`config.mk`:
```
export PLATFORM = sky130hd
export DESIGN_NAME = priority_thread_scheduler
export DESIGN_NICKNAME = d
export VERILOG_FILES = /design/src/sv/pts_pkg.sv /design/src/sv/pts_ram.sv /design/src/sv/priority_thread_scheduler.sv
export SDC_FILE = /design/constraint.sdc
export NUM_CORES = 2
export LEC_CHECK = 0
export ABC_AREA = 1
export BUFFER_PORTS_ARGS = -buffer_cell sky130_fd_sc_hd__buf_2
export CAP_MARGIN = 20
export CORE_MARGIN = 2
export CORE_UTILIZATION = 60
export CTS_CLUSTER_DIAMETER = 50
export DETAILED_ROUTE_END_ITERATION = 8
export GPL_TIMING_DRIVEN = 0
export PLACE_DENSITY = 0.8
export RECOVER_POWER = 25
export SLEW_MARGIN = 40
export SYNTH_ARGS = -nofsm -noshare
export SYNTH_HDL_FRONTEND = slang
export SYNTH_SLANG_ARGS = --single-unit
```
`constraint.sdc`:
```
create_clock -name clk -period 12.9 [get_ports clk]
set_input_delay 1.29 -clock clk [delete_from_list [all_inputs] [get_ports clk]]
set_output_delay 1.29 -clock clk [all_outputs]
set_load 0.03 [all_outputs]
```
`src/sv/pts_pkg.sv`:
```
// Shared constants, codes and helpers for the priority thread scheduler.
`default_nettype none
package pts_pkg;
  localparam int THREAD_SLOTS = 16;
  localparam int EVENT_SLOTS  = 8;
  localparam int SW  = $clog2(THREAD_SLOTS);
  localparam int CW  = $clog2(THREAD_SLOTS + 1);
  localparam int EW  = (EVENT_SLOTS > 1) ? $clog2(EVENT_SLOTS) : 1;
  localparam int ECW = $clog2(EVENT_SLOTS + 1);
  localparam int IN_W  = 128;
  localparam int OUT_W = 96;

  localparam logic [2:0] CMD_TICK      = 3'd0;
  localparam logic [2:0] CMD_SCHEDULE  = 3'd1;
  localparam logic [2:0] CMD_ADD       = 3'd2;
  localparam logic [2:0] CMD_KILL      = 3'd3;
  localparam logic [2:0] CMD_KILL_SELF = 3'd4;
  localparam logic [2:0] CMD_SLEEP     = 3'd5;
  localparam logic [2:0] CMD_PERIODIC  = 3'd6;
  localparam logic [2:0] CMD_BLOCK     = 3'd7;

  localparam logic [1:0] ST_OK      = 2'd0;
  localparam logic [1:0] ST_FULL    = 2'd1;
  localparam logic [1:0] ST_NO_KILL = 2'd2;
  localparam logic [1:0] ST_NO_THR  = 2'd3;

  typedef logic [SW-1:0] slot_t;

  function automatic slot_t safe_slot(input slot_t s);
    return ({1'b0, s} < (SW+1)'(THREAD_SLOTS)) ? s : '0;
  endfunction
endpackage
`default_nettype wire

```
`src/sv/pts_ram.sv`:
```
// Generic single-write, single-read RAM with registered read data.
`default_nettype none
module pts_ram #(
  parameter int WIDTH = 8,
  parameter int DEPTH = 16
) (
  input  wire logic                             clk,
  input  wire logic                             we,
  input  wire logic [$clog2(DEPTH > 1 ? DEPTH : 2)-1:0] waddr,
  input  wire logic [WIDTH-1:0]                 wdata,
  input  wire logic [$clog2(DEPTH > 1 ? DEPTH : 2)-1:0] raddr,
  output logic      [WIDTH-1:0]                 rdata
);
  logic [WIDTH-1:0] mem [DEPTH];

  always_ff @(posedge clk) begin
    if (we) begin
      mem[waddr] <= wdata;
    end
    rdata <= mem[raddr];
  end
endmodule
`default_nettype wire

```
`src/sv/priority_thread_scheduler.sv`:
```
// Priority thread scheduler top level: command decode, table walks and result register.
// One request per command; the result comes back on the master side. Thread
// priority, wake time, identifier and ring links live in small RAMs, the
// periodic events in a further RAM; alive, asleep and blocked flags are
// flip-flops cleared by reset. Schedule follows one ring link per cycle
// through the link RAM read port; kill by id scans the identifiers, one
// slot a cycle; tick scans the wake times, then does one event
// read-modify-write a cycle. A new request is taken while the previous
// result still waits on the master side.
`default_nettype none
module priority_thread_scheduler (
  input  wire logic                     clk,
  input  wire logic                     rst,
  input  wire logic                     s_tvalid,
  output logic                          s_tready,
  // command[2:0] priority_req[10:3] thread_id[26:11] slot[30:27] block_flag[31]
  // duration[63:32] period[95:64] first_time[127:96]
  input  wire logic [pts_pkg::IN_W-1:0] s_tdata,
  output logic                          m_tvalid,
  input  wire logic                     m_tready,
  // status[1:0] current_slot[5:2] current_id[21:6] thread_count[26:22]
  // new_slot[30:27] new_id[46:31] fired_mask[54:47] preempt[55]
  // killed_was_blocked[56] time_now[88:57], zero above
  output logic [pts_pkg::OUT_W-1:0]     m_tdata
);
  import pts_pkg::*;

  typedef enum logic [3:0] {
    S_IDLE, S_CMD, S_TW, S_TE, S_SCH0, S_SCH1, S_WALK, S_ADD1, S_ADD2,
    S_KS, S_UNL, S_FIN, S_RES
  } state_t;

  state_t state;

  // latched request
  logic [2:0]  cmd;
  logic [7:0]  prio_req;
  logic [15:0] tid;
  logic [3:0]  slot_in;
  logic        bflag;
  logic [31:0] dur, per, first;

  // scheduler state
  logic [THREAD_SLOTS-1:0] alive, asleep, blocked;
  slot_t       running;
  logic [CW-1:0]  live;
  logic [15:0] id_counter;
  logic [31:0] tick_count;
  logic [ECW-1:0] event_count;

  // working registers
  slot_t       chk, tgt, best;
  logic [7:0]  best_prio;
  logic [CW-1:0] cnt;
  logic [EW-1:0] ev;

  // result fields
  logic [1:0]  status;
  slot_t       new_slot;
  logic [15:0] new_id;
  logic [7:0]  mask;
  logic        preempt, kwb;

  // RAM ports
  slot_t       t_raddr;
  logic        prio_we, wake_we, ident_we, next_we, prev_we, ev_we;
  slot_t       prio_wa, wake_wa, ident_wa, next_wa, prev_wa;
  logic [7:0]  prio_wd, prio_rd;
  logic [31:0] wake_wd, wake_rd;
  logic [15:0] ident_wd, ident_rd;
  slot_t       next_wd, next_rd, prev_wd, prev_rd;
  logic [EW-1:0] ev_wa, ev_ra;
  logic [63:0] ev_wd, ev_rd;

  pts_ram #(.WIDTH(8), .DEPTH(THREAD_SLOTS)) u_prio (
    .clk(clk), .we(prio_we), .waddr(prio_wa), .wdata(prio_wd),
    .raddr(t_raddr), .rdata(prio_rd));
  pts_ram #(.WIDTH(32), .DEPTH(THREAD_SLOTS)) u_wake (
    .clk(clk), .we(wake_we), .waddr(wake_wa), .wdata(wake_wd),
    .raddr(t_raddr), .rdata(wake_rd));
  pts_ram #(.WIDTH(16), .DEPTH(THREAD_SLOTS)) u_ident (
    .clk(clk), .we(ident_we), .waddr(ident_wa), .wdata(ident_wd),
    .raddr(t_raddr), .rdata(ident_rd));
  pts_ram #(.WIDTH(SW), .DEPTH(THREAD_SLOTS)) u_next (
    .clk(clk), .we(next_we), .waddr(next_wa), .wdata(next_wd),
    .raddr(t_raddr), .rdata(next_rd));
  pts_ram #(.WIDTH(SW), .DEPTH(THREAD_SLOTS)) u_prev (
    .clk(clk), .we(prev_we), .waddr(prev_wa), .wdata(prev_wd),
    .raddr(t_raddr), .rdata(prev_rd));
  // event entry: period in the upper word, next due time in the lower
  pts_ram #(.WIDTH(64), .DEPTH(EVENT_SLOTS)) u_event (
    .clk(clk), .we(ev_we), .waddr(ev_wa), .wdata(ev_wd),
    .raddr(ev_ra), .rdata(ev_rd));

  // slot for a new thread: id_counter when it names a free slot, else lowest free slot
  slot_t free_idx, add_idx;
  always_comb begin
    free_idx = '0;
    for (int i = THREAD_SLOTS - 1; i >= 0; i--) begin
      if (!alive[i]) begin
        free_idx = SW'(i);
      end
    end
    if (id_counter < 16'(THREAD_SLOTS) && !alive[id_counter[SW-1:0]]) begin
      add_idx = id_counter[SW-1:0];
    end else begin
      add_idx = free_idx;
    end
  end

  // ring walk: slot under test is chk, its entry is on the RAM outputs
  logic  walk_take;
  slot_t walk_best, link_n, link_p;
  logic  blk_ok;
  always_comb begin
    walk_take = alive[chk] && !blocked[chk] && !asleep[chk] && (prio_rd < best_prio);
    walk_best = walk_take ? chk : best;
    link_n    = safe_slot(next_rd);
    link_p    = safe_slot(prev_rd);
    blk_ok    = {28'd0, slot_in} < 32'(THREAD_SLOTS);
  end

  // RAM control
  always_comb begin
    t_raddr  = '0;
    ev_ra    = '0;
    prio_we  = 1'b0; prio_wa  = add_idx; prio_wd  = prio_req;
    ident_we = 1'b0; ident_wa = add_idx; ident_wd = id_counter;
    wake_we  = 1'b0; wake_wa  = add_idx; wake_wd  = 32'd0;
    next_we  = 1'b0; next_wa  = '0;      next_wd  = '0;
    prev_we  = 1'b0; prev_wa  = '0;      prev_wd  = '0;
    ev_we    = 1'b0; ev_wa    = ev;
    ev_wd    = {ev_rd[63:32], ev_rd[31:0] + ev_rd[63:32]};
    unique case (state)
      S_CMD: begin
        unique case (cmd)
          CMD_TICK: begin
            t_raddr = '0;
          end
          CMD_SCHEDULE: begin
            t_raddr = '0;
          end
          CMD_ADD: begin
            t_raddr = '0;
            if (live < CW'(THREAD_SLOTS)) begin
              prio_we  = 1'b1;
              ident_we = 1'b1;
              wake_we  = 1'b1;
              if (live == '0) begin
                next_we = 1'b1; next_wa = add_idx; next_wd = add_idx;
                prev_we = 1'b1; prev_wa = add_idx; prev_wd = add_idx;
              end
            end
          end
          CMD_KILL: begin
            t_raddr = slot_t'(1);
          end
          CMD_KILL_SELF: begin
            t_raddr = running;
          end
          CMD_SLEEP: begin
            wake_we = 1'b1;
            wake_wa = running;
            wake_wd = tick_count + dur;
          end
          CMD_PERIODIC: begin
            if (event_count < ECW'(EVENT_SLOTS)) begin
              ev_we = 1'b1;
              ev_wa = EW'(event_count);
              ev_wd = {per, first};
            end
          end
          CMD_BLOCK: begin
            t_raddr = '0;
          end
          default: begin
            t_raddr = '0;
          end
        endcase
      end
      S_TW: begin
        t_raddr = chk + slot_t'(1);
        ev_ra   = '0;
      end
      S_TE: begin
        ev_ra = ev + EW'(1);
        ev_we = (ev_rd[31:0] == tick_count);
      end
      S_SCH0: begin
        t_raddr = running;
      end
      S_SCH1: begin
        t_raddr = link_n;
      end
      S_WALK: begin
        t_raddr = link_n;
      end
      S_ADD1: begin
        prev_we = 1'b1; prev_wa = tgt;    prev_wd = link_p;
        next_we = 1'b1; next_wa = link_p; next_wd = tgt;
      end
      S_ADD2: begin
        prev_we = 1'b1; prev_wa = '0;  prev_wd = tgt;
        next_we = 1'b1; next_wa = tgt; next_wd = '0;
      end
      S_KS: begin
        if (alive[chk] && ident_rd == tid) begin
          t_raddr = chk;
        end else begin
          t_raddr = chk + slot_t'(1);
        end
      end
      S_UNL: begin
        // bridge the neighbors of the removed slot
        next_we = 1'b1; next_wa = link_p; next_wd = link_n;
        prev_we = 1'b1; prev_wa = link_n; prev_wd = link_p;
      end
      S_FIN: begin
        t_raddr = running;
      end
      default: begin
        t_raddr = running;
      end
    endcase
  end

  assign s_tready = (state == S_IDLE);

  always_ff @(posedge clk) begin
    if (rst) begin
      state       <= S_IDLE;
      alive       <= '0;
      asleep      <= '0;
      blocked     <= '0;
      running     <= '0;
      live        <= '0;
      id_counter  <= '0;
      tick_count  <= '0;
      event_count <= '0;
      m_tvalid    <= 1'b0;
    end else begin
      // S_RES reloads the result register itself
      if (m_tvalid && m_tready && state != S_RES) begin
        m_tvalid <= 1'b0;
      end
      unique case (state)
        S_IDLE: begin
          if (s_tvalid) begin
            cmd      <= s_tdata[2:0];
            prio_req <= s_tdata[10:3];
            tid      <= s_tdata[26:11];
            slot_in  <= s_tdata[30:27];
            bflag    <= s_tdata[31];
            dur      <= s_tdata[63:32];
            per      <= s_tdata[95:64];
            first    <= s_tdata[127:96];
            status   <= ST_OK;
            new_slot <= '0;
            new_id   <= '0;
            mask     <= '0;
            preempt  <= 1'b0;
            kwb      <= 1'b0;
            state    <= S_CMD;
          end
        end
        S_CMD: begin
          state <= S_FIN;
          unique case (cmd)
            CMD_TICK: begin
              tick_count <= tick_count + 32'd1;
              preempt    <= 1'b1;
              chk        <= '0;
              state      <= S_TW;
            end
            CMD_SCHEDULE: begin
              if (live == '0) begin
                running <= '0;
              end else begin
                state <= S_SCH0;
              end
            end
            CMD_ADD: begin
              if (live >= CW'(THREAD_SLOTS)) begin
                status <= ST_FULL;
              end else begin
                alive[add_idx]   <= 1'b1;
                asleep[add_idx]  <= 1'b0;
                blocked[add_idx] <= 1'b0;
                id_counter       <= id_counter + 16'd1;
                new_slot         <= add_idx;
                new_id           <= id_counter;
                tgt              <= add_idx;
                if (live == '0) begin
                  live <= live + CW'(1);
                end else begin
                  state <= S_ADD1;
                end
              end
            end
            CMD_KILL: begin
              if (tid == 16'd0 || live <= CW'(2)) begin
                status <= ST_NO_KILL;
              end else begin
                chk   <= slot_t'(1);
                state <= S_KS;
              end
            end
            CMD_KILL_SELF: begin
              if (live <= CW'(2) || running == '0) begin
                status <= ST_NO_KILL;
              end else if (!alive[running]) begin
                status <= ST_NO_THR;
              end else begin
                tgt     <= running;
                preempt <= 1'b1;
                state   <= S_UNL;
              end
            end
            CMD_SLEEP: begin
              asleep[running] <= 1'b1;
              preempt         <= 1'b1;
            end
            CMD_PERIODIC: begin
              if (event_count >= ECW'(EVENT_SLOTS)) begin
                status <= ST_FULL;
              end else begin
                event_count <= event_count + ECW'(1);
              end
            end
            CMD_BLOCK: begin
              if (blk_ok) begin
                blocked[SW'(slot_in)] <= bflag;
              end
            end
            default: begin
              state <= S_FIN;
            end
          endcase
        end
        // wake scan: wake time of slot chk on the RAM output
        S_TW: begin
          if (asleep[chk] && wake_rd == tick_count) begin
            asleep[chk] <= 1'b0;
          end
          chk <= chk + slot_t'(1);
          if (chk == SW'(THREAD_SLOTS - 1)) begin
            ev <= '0;
            state <= (event_count == '0) ? S_FIN : S_TE;
          end
        end
        // event scan: entry ev on the RAM output, due time advanced in place
        S_TE: begin
          if (ev_rd[31:0] == tick_count) begin
            mask <= mask | (8'd1 << ev);
          end
          ev <= ev + EW'(1);
          if ((ECW'(ev) + ECW'(1)) == event_count) begin
            state <= S_FIN;
          end
        end
        S_SCH0: begin
          best      <= '0;
          best_prio <= prio_rd;
          state     <= S_SCH1;
        end
        S_SCH1: begin
          chk   <= link_n;
          cnt   <= '0;
          state <= S_WALK;
        end
        S_WALK: begin
          best <= walk_best;
          if (walk_take) begin
            best_prio <= prio_rd;
          end
          chk <= link_n;
          cnt <= cnt + CW'(1);
          if ((cnt + CW'(1)) == live) begin
            running <= walk_best;
            state   <= S_FIN;
          end
        end
        S_ADD1: begin
          state <= S_ADD2;
        end
        S_ADD2: begin
          live  <= live + CW'(1);
          state <= S_FIN;
        end
        // identifier search from slot 1, identifier of chk on the RAM output
        S_KS: begin
          if (alive[chk] && ident_rd == tid) begin
            tgt   <= chk;
            kwb   <= blocked[chk];
            state <= S_UNL;
          end else if (chk == SW'(THREAD_SLOTS - 1)) begin
            status <= ST_NO_THR;
            state  <= S_FIN;
          end else begin
            chk <= chk + slot_t'(1);
          end
        end
        S_UNL: begin
          alive[tgt] <= 1'b0;
          live       <= live - CW'(1);
          state      <= S_FIN;
        end
        S_FIN: begin
          state <= S_RES;
        end
        S_RES: begin
          if (!m_tvalid || m_tready) begin
            m_tvalid <= 1'b1;
            m_tdata  <= {7'd0, tick_count, kwb, preempt, mask, new_id,
                         4'(new_slot), 5'(live),
                         (alive[running] ? ident_rd : 16'd0),
                         4'(running), status};
            state    <= S_IDLE;
          end
        end
        default: begin
          state <= S_IDLE;
        end
      endcase
    end
  end
endmodule
`default_nettype wire

```
==> results.yml <==
clock_network:
  cts_max_path_buffers: 3
  cts.repair.resized: 0
  cts_hold_buf: 0
  clk_latency_ns: 0.86
  clkTransAtPathRegs_ns: 0.06
  post-cts-setup-buffer-count: 0
  cts-root-buf: "clkbuf_16"
  clkSinkCount: 2055
  cts_tree: "yes"
  cts.htree.levels: 4
  cts_made_buffers: 209
power:
  power.density_cell_area_nw_per_um2: 240
  leakage_nw: 39.5
  fin_total_pwr_mw: 24.6
  vdd_drop_max_mv: 0.196
synth:
  ys_ff_latch: 2055
  ys_warn_count: 0
  yosysSeqAreaShare: 0.662
  yosysTopAreaCell: "edfxtp_1"
  ys_top_cells_by_area: "edfxtp_1 (61%), nand2_1 (6.7%), nand3_1 (6.4%)"
  synth_mux_area_frac: 0.000126
  synth_cell_type_count: 62
  ys.flop_type: "edfxtp_1"
  synth-compound-area-share: 0.0592
  synth_simple_gate_area_share: 0.199
  synth_edf_count: 1813
  synth_area_um2: 89500
  synth-xor-area-share: 0.0105
  synthAdderAreaFrac: 0.0128
  syn_inst: 8385
  synth_top_family_by_area: "simple AND/OR/NAND/NOR gates"
  async_reset_ff_frac: 0
  syn_area_per_cell_um2: 10.7
  synth_top_area_share: 0.608
run_status:
  status: "finished, violations left"
  violations: "capacitance limit"
drt:
  drtPass1Iterations: 7
  drcViolationCount: 0
  totalWireLength_mm: 290
  detail-route-antenna-nets: 0
  viasPerCell: 6.24
  drtIter0Drc: 10300
  via_count: 69100
  wl_per_cell_um: 26.2
floorplanning:
  pin_count: 230
  die_x_um: 390
  core_um2: 148000
  rows: 141
  die-area_um2: 152000
  start_util: 0.605
  die_h_um: 390
global_route:
  grt_max_degree: 24
  first_global_vias: 66200
  grt_pass1_wl_mm: 421
  antenna_found_initial: 13
  grt_remaining_overflow: 0
  grt_usage: 0.376
critical_path:
  reg2reg_slack_ns: 7.15
  rr_startpoint: "state[2]$_SDFFE_PP0P_"
  crit_path_max_incr_delay_ns: 0.47
  critPathLaunch: "state[2]$_SDFFE_PP0P_"
  crit_path_frequent_cell: "buf_2"
  reg2reg_depth: 17
  arrival_ns: 6.26
  cp_slowest_cell: "clkbuf_1"
  r2r_end: "dur[9]$_DFFE_PP_"
  critPathRequiredTime_ns: 13.42
  cp_max_fo: 10
  cp_cell_sequence: "nor2_1 > inv_1 > nor2_1 > inv_1 > nor3_1 > clkbuf_1 > clkbuf_1 > clkbuf_1 > clkbuf_1 > clkbuf_1 > buf_2 > buf_2 > buf_2 > buf_4 > buf_2 > buf_2 > buf_2"
  path_class: "register to register"
  end_kind: "register"
  start_kind: "register"
  cp-endpoint: "dur[9]$_DFFE_PP_"
sta:
  finalClockSkew_ns: 0.0458
  setup_violations: 0
  worst_pin_slew_ns: 1.48
  fin_ws_ns: 7.15
  hold_viol_final: 0
  rsz0062_at_grt: "no"
  slew-limit-headroom: 0.00295
  fin_crit_ns: 5.75
  max_freq_mhz: 174
  finalCritPeriodShare: 0.445
  drv_slew: 0
final_layout:
  fin_area_um2: 103000
  mostFrequentLayoutCell: "edfxtp_1"
  drive_gt1_frac: 0.112
  synthToLayoutAreaGrowth_pct: 14.6
  stdcell_count: 11100
  nets: 9174
  final_cell_mix: "edfxtp_1 (1813), nand2_1 (1599), nand3_1 (1145), inv_1 (798), nor2_1 (638)"
  finish.utilization: 0.693
min_path:
  hp-class: "register to register"
  hp-start: "new_id[15]$_SDFFCE_PN0P_"
placed_design:
  place.gp.congestion: 0.983
  place_area_um2: 95600
  pre_cts_ws_ns: 7.72
  place_inst: 10700
  hpwl_mm: 205
  portBuffers: 222
flow_run:
  maxCapViolCount: 1
[metal layers]
metal | up-vias | share of wire | track usage
li1 | 30100 | - | -
met4 | 10 | 0.067 | 0.217
met3 | 1008 | 0.13 | 0.0946
met5 | - | 0.00024 | 0
met1 | 32600 | 0.35 | 0.485
met2 | 5302 | 0.45 | 0.582
[area by class of cell]
type / instances / area, µm²
antenna: 4 / 10.0
timing repair buffer: 350 / 2960
inverter: 814 / 3060
sequential: 2055 / 59300
tap: 1930 / 2410
clock buffer: 271 / 5790
fill: 10200 / 45400
clock inverter: 128 / 1390
buffer: 448 / 2000
multi-input combinational: 5074 / 25700
[stage by stage]
stage               hold WS (ns)  TNS, ns
floorplan                  0.400        0
global placement           0.402  -706.93
detailed placement         0.405        0
CTS                        0.419        0
global route               0.427        0
finish                     0.417        0
[state kept, by name, indices dropped and copies added, names as in the netlist, 32 cells and up]
signal	flops
u_wake.rdata	32
per	32
u_event.rdata	64
dur	32
u_prio.mem	128
u_wake.mem	512
u_event.mem	512
first	32
u_ident.mem	256
m_tdata	89
u_prev.mem	64
tick_count	32
u_next.mem	64
[cell families after synthesis]
logic type	Yosys count
buffers and inverters	1262
AOI/OAI and AO/OA	911
xor gates and xnor gates	107
and+or+nand+nor	3958
DFF	2055
other	1
adders and majority gates	90
muxes	1
[cell usage after synthesis (all sizes together), types with 3 or more instances]
cell and n:
edfxtp 1813, nand2 1607, nand3 1145, inv 807
nor2 714, o21ai 345, a21oi 247, dfxtp 242
clkbuf 235, buf 213, nand3b 203, or2 149
o211ai 135, ha 87, a31oi 73, xor2 60
nor3 53, nand4 50, xnor2 47, nor4 27
o21bai 16, a211oi 14, a21boi 12, o22ai 11
a21o 10, o2111ai 10, a22oi 8, o21a 8
clkinv 7, o221ai 6, nor3b 4, a221oi 3
and2 3, fa 3, o31ai 3
[critical path, delay by kind of cell, from the launching register on]
family / cells / cell delay, ns
and+or+nand+nor: 3 / 0.92
DFF: 1 / 0.38
buffers and inverters: 14 / 4.10
[worst min path at each step]
| stage | end | cells past startpoint |
|---|---|---|
| after floorplan | m_tdata[0]$_DFFE_PP_ | 0 |
| after global placement | m_tdata[39]$_DFFE_PP_ | 0 |
| after detailed placement | m_tdata[38]$_DFFE_PP_ | 0 |
| after CTS | m_tdata[46]$_DFFE_PP_ | 0 |
| after global routing | m_tdata[39]$_DFFE_PP_ | 0 |
| final | m_tdata[46]$_DFFE_PP_ | 0 |
[report_power, final]
| group | switching, mW | total [mW] | leakage [nW] | internal (mW) |
|---|---|---|---|---|
| Sequential | 0.311 | 8.22 | 18.3 | 7.91 |
| Clock | 2.74 | 6.22 | 3.45 | 3.49 |
| Combinational | 7.69 | 10.2 | 17.7 | 2.51 |
| Total | 10.7 | 24.6 | 39.5 | 13.9 |
(Power assumes the default switching activity.)
